`src/hw/rtl/phc_pkg.sv`:
```
// Shared types and constants of the pixel hit clusterer.
// Used by phc_front, phc_engine and the top level; depends on nothing.
package phc_pkg;

  localparam int MAX_OPEN_CLUSTERS_DEF = 64;
  localparam int QUEUE_DEPTH = 2;

  localparam logic [7:0]  SPACE_PAD_RESET = 8'd5;
  localparam logic [15:0] TIME_PAD_RESET = 16'd20;
  localparam logic [31:0] CLOSE_TIMEOUT_RESET = 32'd50000;

  localparam logic [1:0] REG_SPACE_PAD = 2'd0;
  localparam logic [1:0] REG_TIME_PAD = 2'd1;
  localparam logic [1:0] REG_CLOSE_TIMEOUT = 2'd2;

  localparam logic CMD_HIT = 1'b0;
  localparam logic CMD_FLUSH = 1'b1;

  localparam logic [1:0] KIND_TIMEOUT = 2'd0;
  localparam logic [1:0] KIND_FLUSH = 2'd1;
  localparam logic [1:0] KIND_DROP = 2'd2;

  typedef struct packed {
    logic        command;
    logic [7:0]  hit_x;
    logic [7:0]  hit_y;
    logic [37:0] hit_time;
    logic [9:0]  hit_weight;
  } item_t;

  typedef struct packed {
    logic [1:0]  kind;
    logic [7:0]  mean_x;
    logic [7:0]  mean_y;
    logic [37:0] mean_time;
    logic        last_of_run;
  } result_t;

  typedef struct packed {
    logic        flush;
    logic [7:0]  x;
    logic [7:0]  y;
    logic [37:0] t;
    logic [9:0]  w;
  } entry_t;

  typedef struct packed {
    logic   valid;
    entry_t entry;
  } queue_out_t;

  typedef struct packed {
    logic [31:0]        sum_x;
    logic [31:0]        sum_y;
    logic [63:0]        sum_t;
    logic [31:0]        weight;
    logic [7:0]         seed_x;
    logic [7:0]         seed_y;
    logic [37:0]        seed_t;
    logic signed [9:0]  x_lo;
    logic signed [9:0]  x_hi;
    logic signed [9:0]  y_lo;
    logic signed [9:0]  y_hi;
    logic signed [39:0] t_lo;
    logic signed [39:0] t_hi;
  } slot_t;

endpackage

```
`src/hw/rtl/phc_front.sv`:
```
// Front end of the clusterer: takes commands and queues them classified.
// Depends on phc_pkg.
module phc_front (
  input  logic                clk,
  input  logic                rst,
  input  logic                start,
  output logic                busy,
  input  phc_pkg::item_t      item,
  input  logic                pop,
  output phc_pkg::queue_out_t q
);

  localparam int Depth = phc_pkg::QUEUE_DEPTH;
  localparam int PW = (Depth > 1) ? $clog2(Depth) : 1;
  localparam int CW = $clog2(Depth + 1);

  phc_pkg::entry_t  store [Depth];
  logic [PW-1:0]    wp;
  logic [PW-1:0]    rp;
  logic [CW-1:0]    fill;
  logic             push;
  logic             take;
  phc_pkg::entry_t  in_entry;

  assign busy = (fill == CW'(Depth));
  assign push = start && !busy;
  assign take = pop && (fill != '0);

  always_comb begin
    in_entry.flush = (item.command == phc_pkg::CMD_FLUSH);
    in_entry.x = item.hit_x;
    in_entry.y = item.hit_y;
    in_entry.t = item.hit_time;
    in_entry.w = item.hit_weight;
  end

  assign q.valid = (fill != '0);
  assign q.entry = store[rp];

  always_ff @(posedge clk) begin
    if (rst) begin
      wp <= '0;
      rp <= '0;
      fill <= '0;
    end else begin
      if (push) begin
        wp <= (wp == PW'(Depth - 1)) ? '0 : wp + PW'(1);
      end
      if (take) begin
        rp <= (rp == PW'(Depth - 1)) ? '0 : rp + PW'(1);
      end
      if (push && !take) begin
        fill <= fill + CW'(1);
      end else if (take && !push) begin
        fill <= fill - CW'(1);
      end
    end
  end

  always_ff @(posedge clk) begin
    if (push) begin
      store[wp] <= in_entry;
    end
  end

endmodule

```
`config.mk`:
```
export PLATFORM = sky130hd
export DESIGN_NAME = phc_front
export DESIGN_NICKNAME = d
export VERILOG_FILES = /design/src/hw/rtl/phc_pkg.sv /design/src/hw/rtl/phc_front.sv
export SDC_FILE = /design/constraint.sdc
export NUM_CORES = 1
export LEC_CHECK = 0
export ABC_AREA = 1
export BUFFER_PORTS_ARGS = -buffer_cell sky130_fd_sc_hd__buf_2
export CAP_MARGIN = 0
export CORE_ASPECT_RATIO = 1.1
export CORE_UTILIZATION = 50
export DETAILED_ROUTE_END_ITERATION = 10
export PLACE_DENSITY_LB_ADDON = 0.3
export REMOVE_ABC_BUFFERS = 1
export SYNTH_ARGS = -nofsm -noshare
export SYNTH_HDL_FRONTEND = slang
export SYNTH_SLANG_ARGS = --single-unit
```
`constraint.sdc`:
```
create_clock -name clk -period 6.69 [get_ports clk]
set_clock_uncertainty 0.1 [all_clocks]
set_input_delay 0.3345 -clock clk [delete_from_list [all_inputs] [get_ports clk]]
set_output_delay 0.3345 -clock clk [all_outputs]
set_load 0.02 [all_outputs]
```
[Word-level counts from Yosys, hierarchy flattened]
Memory sizes are Yosys's and may differ from the RTL's. A register that Yosys moved wholly into a read port is not among the register bits.
Index checks and enable logic that the tools add are counted.
Storage, ports and cells
  memories kept: 1
  output and inout port bits: 67
  register bits: 4
  bits of input ports: 69
  word-level logic and storage cells: 26
  bits in writable memories: 130
Memory list
  store: words 2, bits a word 65, read ports 1, clocked after Yosys merged registers in 1, wr ports 1, line phc_front.sv:17  | phc_pkg::entry_t store [Depth];
Cells by class
  eq/ne operators: 1
  $add $sub $neg: 4
  reduce and logical (&&, ||, !) cells: 9
  muxes and demuxes: 8
Operators with widths (number)
  $mux 1: 6
  $logic_and 1x1->1: 4
  $mux 2: 2
  $reduce_bool 2->1: 2
  $logic_not 1->1: 3
  $add 1x1->1 const B: 2
  $add 2x1->2 const B: 1
  $eq 2x2->1 const B: 1
  $sub 2x1->2 const B: 1

[Depth between registers and ports, before layout]
  depth in word-level cells: 7
  depth in mapped cells: 10
  mapped depth without buffers: 10

[Least setup slack after synthesis]
No wires, ideal clock.
  path kind: reg-to-reg
  start: reg fill[1]
  end: mem store[0][0] in the netlist's numbering, enable pin
  data arrival time: 3211 ps
  path buffers: 0
  setup time: 488 ps
  clock period less this slack: 3799 ps
  required time: 6102 ps
  cell stages (with the launch flop): 4
  path slack: 2891 ps
  cells stage by stage: dfxtp_1 inv_1 o21ai_1 nor2_1
On the way
  longest elaborated chain between the ends: 5
Ends and longest elaborated chain
  from (decl): line phc_front.sv:20  | logic [CW-1:0] fill;
  from (signal assigned): line phc_front.sv:53  | fill <= fill + CW'(1);
  from (signal assigned): line phc_front.sv:55  | fill <= fill - CW'(1);
  $eq 2x2->1: line phc_front.sv:25  | assign busy = (fill == CW'(Depth));
  $logic_not 1->1: line phc_front.sv:26  | assign push = start && !busy;
  $logic_and 1x1->1: line phc_front.sv:26
  $mux 1: line phc_front.sv:61  | if (push) begin
  $mux 1 (implied by the code): line phc_front.sv:62  | store[wp] <= in_entry;
  to (decl): line phc_front.sv:17
Every way passes these cells.

==> results_dict.tcl <==
set metrics [dict create \
    period_needed_ns 2.68 \
    worstPathRequired_ns 6.26 \
    synth_seq_area_share_pct 78.0 \
    clock_latency_ns 0.51 \
    start_util_pct 51.7 \
    start_kind "register" \
    avgSynthCellArea_um2 21.5 \
    n_antenna_cell 0 \
    peakVddDrop_mv 0.242 \
    min_path_type "in2reg" \
    wl_per_cell_um 15.8 \
    yosysWarningCount 0 \
    min_period_over_period_pct 40.0 \
    cts-root-buf "clkbuf_8" \
    p_comb_share_pct 23.7 \
    cts_tree "yes" \
    p_int_uw 1980 \
    powerDensity_mw_per_mm2 381 \
    max-slew-margin-rel_pct 23.4 \
    drt_iter0_drc 88 \
    critical_path.cell_chain "mux2_2 > buf_2" \
    critPathMaxFanout 65 \
    worstMarginPinSlew_ns 1.15 \
    coreArea_mm2 0.00994 \
    cts_resized 0 \
    drc_errors 0 \
    vias 2848 \
    synth_mux_area_share_pct 17.9 \
    numCtsBuffers 17 \
    port_buffers 135 \
    maxSlewViolCount 0 \
    cp-end-kind "primary output" \
    setup_viol 0 \
    outcome "complete, no violations" \
    synthAdderAreaFrac_pct 0.244 \
    synth_top_family_by_area "multiplexers" \
    vias_per_cell 4.86 \
    post_cts_buffers 0 \
    clkTransAtPathRegs_ns 0.05 \
    synth_largest_area_cell "edfxtp_1" \
    yosys-top-cells-count "edfxtp_1, mux2_4, mux2_2, inv_1, nor2_1" \
    rsz0062_at_grt "false" \
    switchingPower_uw 753 \
    grt_pass1_vias 3019 \
    whs_ns 0.0344 \
    syn-instance-count 239 \
    grt-ovfl-total 0 \
    yosysMostFrequentCell "edfxtp_1" \
    drtPass1Iterations 4 \
    grt_usage_pct 18.4 \
    dp_hpwl_um 5350 \
    synthFlopType "edfxtp_1" \
    cts.sinks 135 \
    hold_viol_final 0 \
    synthTopCellsByArea "edfxtp_1, mux2_4, mux2_2" \
    synth_top_area_share_pct 76.0 \
    ios 136 \
    gp_congestion 0.747 \
    path_class "reg2out" \
    ff2ff_setup_slack_ns 4.29 \
    p_seq_share_pct 42.4 \
    dieHeight_um 108 \
    dieArea_mm2 0.0107 \
    ys_ff_latch 135 \
    drive_gt1_share_pct 50.0 \
    clkPwrFrac_pct 33.9 \
    maxCapViolCount 0 \
    htreeDepth 4 \
    grt_antenna_before_repair 0 \
    synth-compound-area-share_pct 0.487 \
    synth_simple_gate_area_share_pct 1.41 \
    clock.fmax_ghz 0.373 \
    synth_xor_xnor_area_share_pct 0 \
    num_rows 38 \
    power.leakage_uw 0.00286 \
    ant_nets 0 \
    async_flop_share_pct 0 \
    die_w_um 98.6 \
    synth.cell_area_mm2 0.00514 \
    synth_edf_count 130 \
    crit_arrival_ns 2.24 \
    max_stage_delay_ns 1.12 \
    yosysUniqueCellTypes 15 \
    clk_path_buf_depth 2 \
    totalWireLength_um 9250 \
    syn_to_final_growth_pct 39.7 \
    tns_ns 0 \
    worst_path_max_delay_cell "dfxtp_4" \
    fin_total_pwr_uw 2730 \
    sw_frac_of_total_pct 27.6 \
    grt_start_max_net_pins 66 \
    nNetsFinal 523 \
    grt_first_pass_wirelength_um 14400 \
]
cells in the final DEF, fill, tap and decap left out, drive strengths merged:
master and instances:
buf 137, edfxtp 130, dlygate4sd3 65, mux2 65, clkbuf 18, inv 9
nor2 8, nand2 7, clkinv 6, dfxtp 5, bufinv 4, clkinvlp 3
o21ai 3, a21oi 2, nand3 2, nand4 1, ha 1
worst max-delay path: cells and delay by family, from the launching register on:
family / cells / cell delay [ns]
multiplexers: 1 / 0.43
flip-flops: 1 / 1.12
buffers and inverters: 1 / 0.16
registers in the layout, indices dropped and copies added, names as in the netlist, named ones only:
register,count
fill,2
rp,1
store,130
wp,1
metrics by stage:
stage / instance area [µm²] / util [%] / instances / setup WS [ns]
finish: 7170 / 72.2 / 586 / 4.01
global route: 7170 / 72.2 / 586 / 3.89
CTS: 7170 / 72.2 / 586 / 3.97
detailed placement: 5920 / 59.6 / 489 / 4.20
global placement: 5920 / 59.6 / 489 / 4.28
floorplan: 5060 / - / 232 / 2.89
cell families (layout without fill, tap and decap cells):
logic type / count (synthesis) / count (layout)
buffers and inverters: 15 / 242
muxes: 65 / 65
DFF: 135 / 135
adders and majority gates: 1 / 1
AOI/OAI and AO/OA: 5 / 5
and+or+nand+nor: 18 / 18
power groups by stage:
stage	Clock (µW)	Sequential (µW)	Combinational (µW)
after floorplan	0	1160	456
after global placement	0	1170	610
after detailed placement	0	1180	619
after CTS	944	1160	650
after global routing	978	1170	688
final	927	1160	647
cell type report:
| class | instances | area [µm²] |
|---|---|---|
| Clock buffer | 18 | 418 |
| Clock inverter | 14 | 181 |
| Fill cell | 623 | 2760 |
| Inverter | 8 | 30.0 |
| Multi-Input combinational cell | 89 | 1040 |
| Sequential cell | 135 | 4010 |
| Tap cell | 120 | 150 |
| Timing Repair Buffer | 202 | 1340 |
per-layer routing:
layer,track usage (%),routed length [µm],up-vias
met5,0,0,-
met4,9.81,173,0
met3,5.17,424,16
met2,31.3,4720,95
met1,21.3,3930,1375
li1,-,-,1362
final timing paths:
path                        start  cells after the start                      to
max                      register                      2                   q[63]
min                           pop                      3                register
max reg2reg  fill[1]$_SDFFE_PP0P_                      4  store[1][40]$_DFFE_PP_
min reg2reg       rp$_SDFFE_PP0P_                      2                register
repair_timing:
| item | CTS | global route |
|---|---|---|
| endpoints found under the hold margin | 130 | 0 |
| hold buffers | 65 | 0 |
| setup endpoints to repair | 0 | 0 |
No activity file was read; power rests on OpenSTA's default activity.
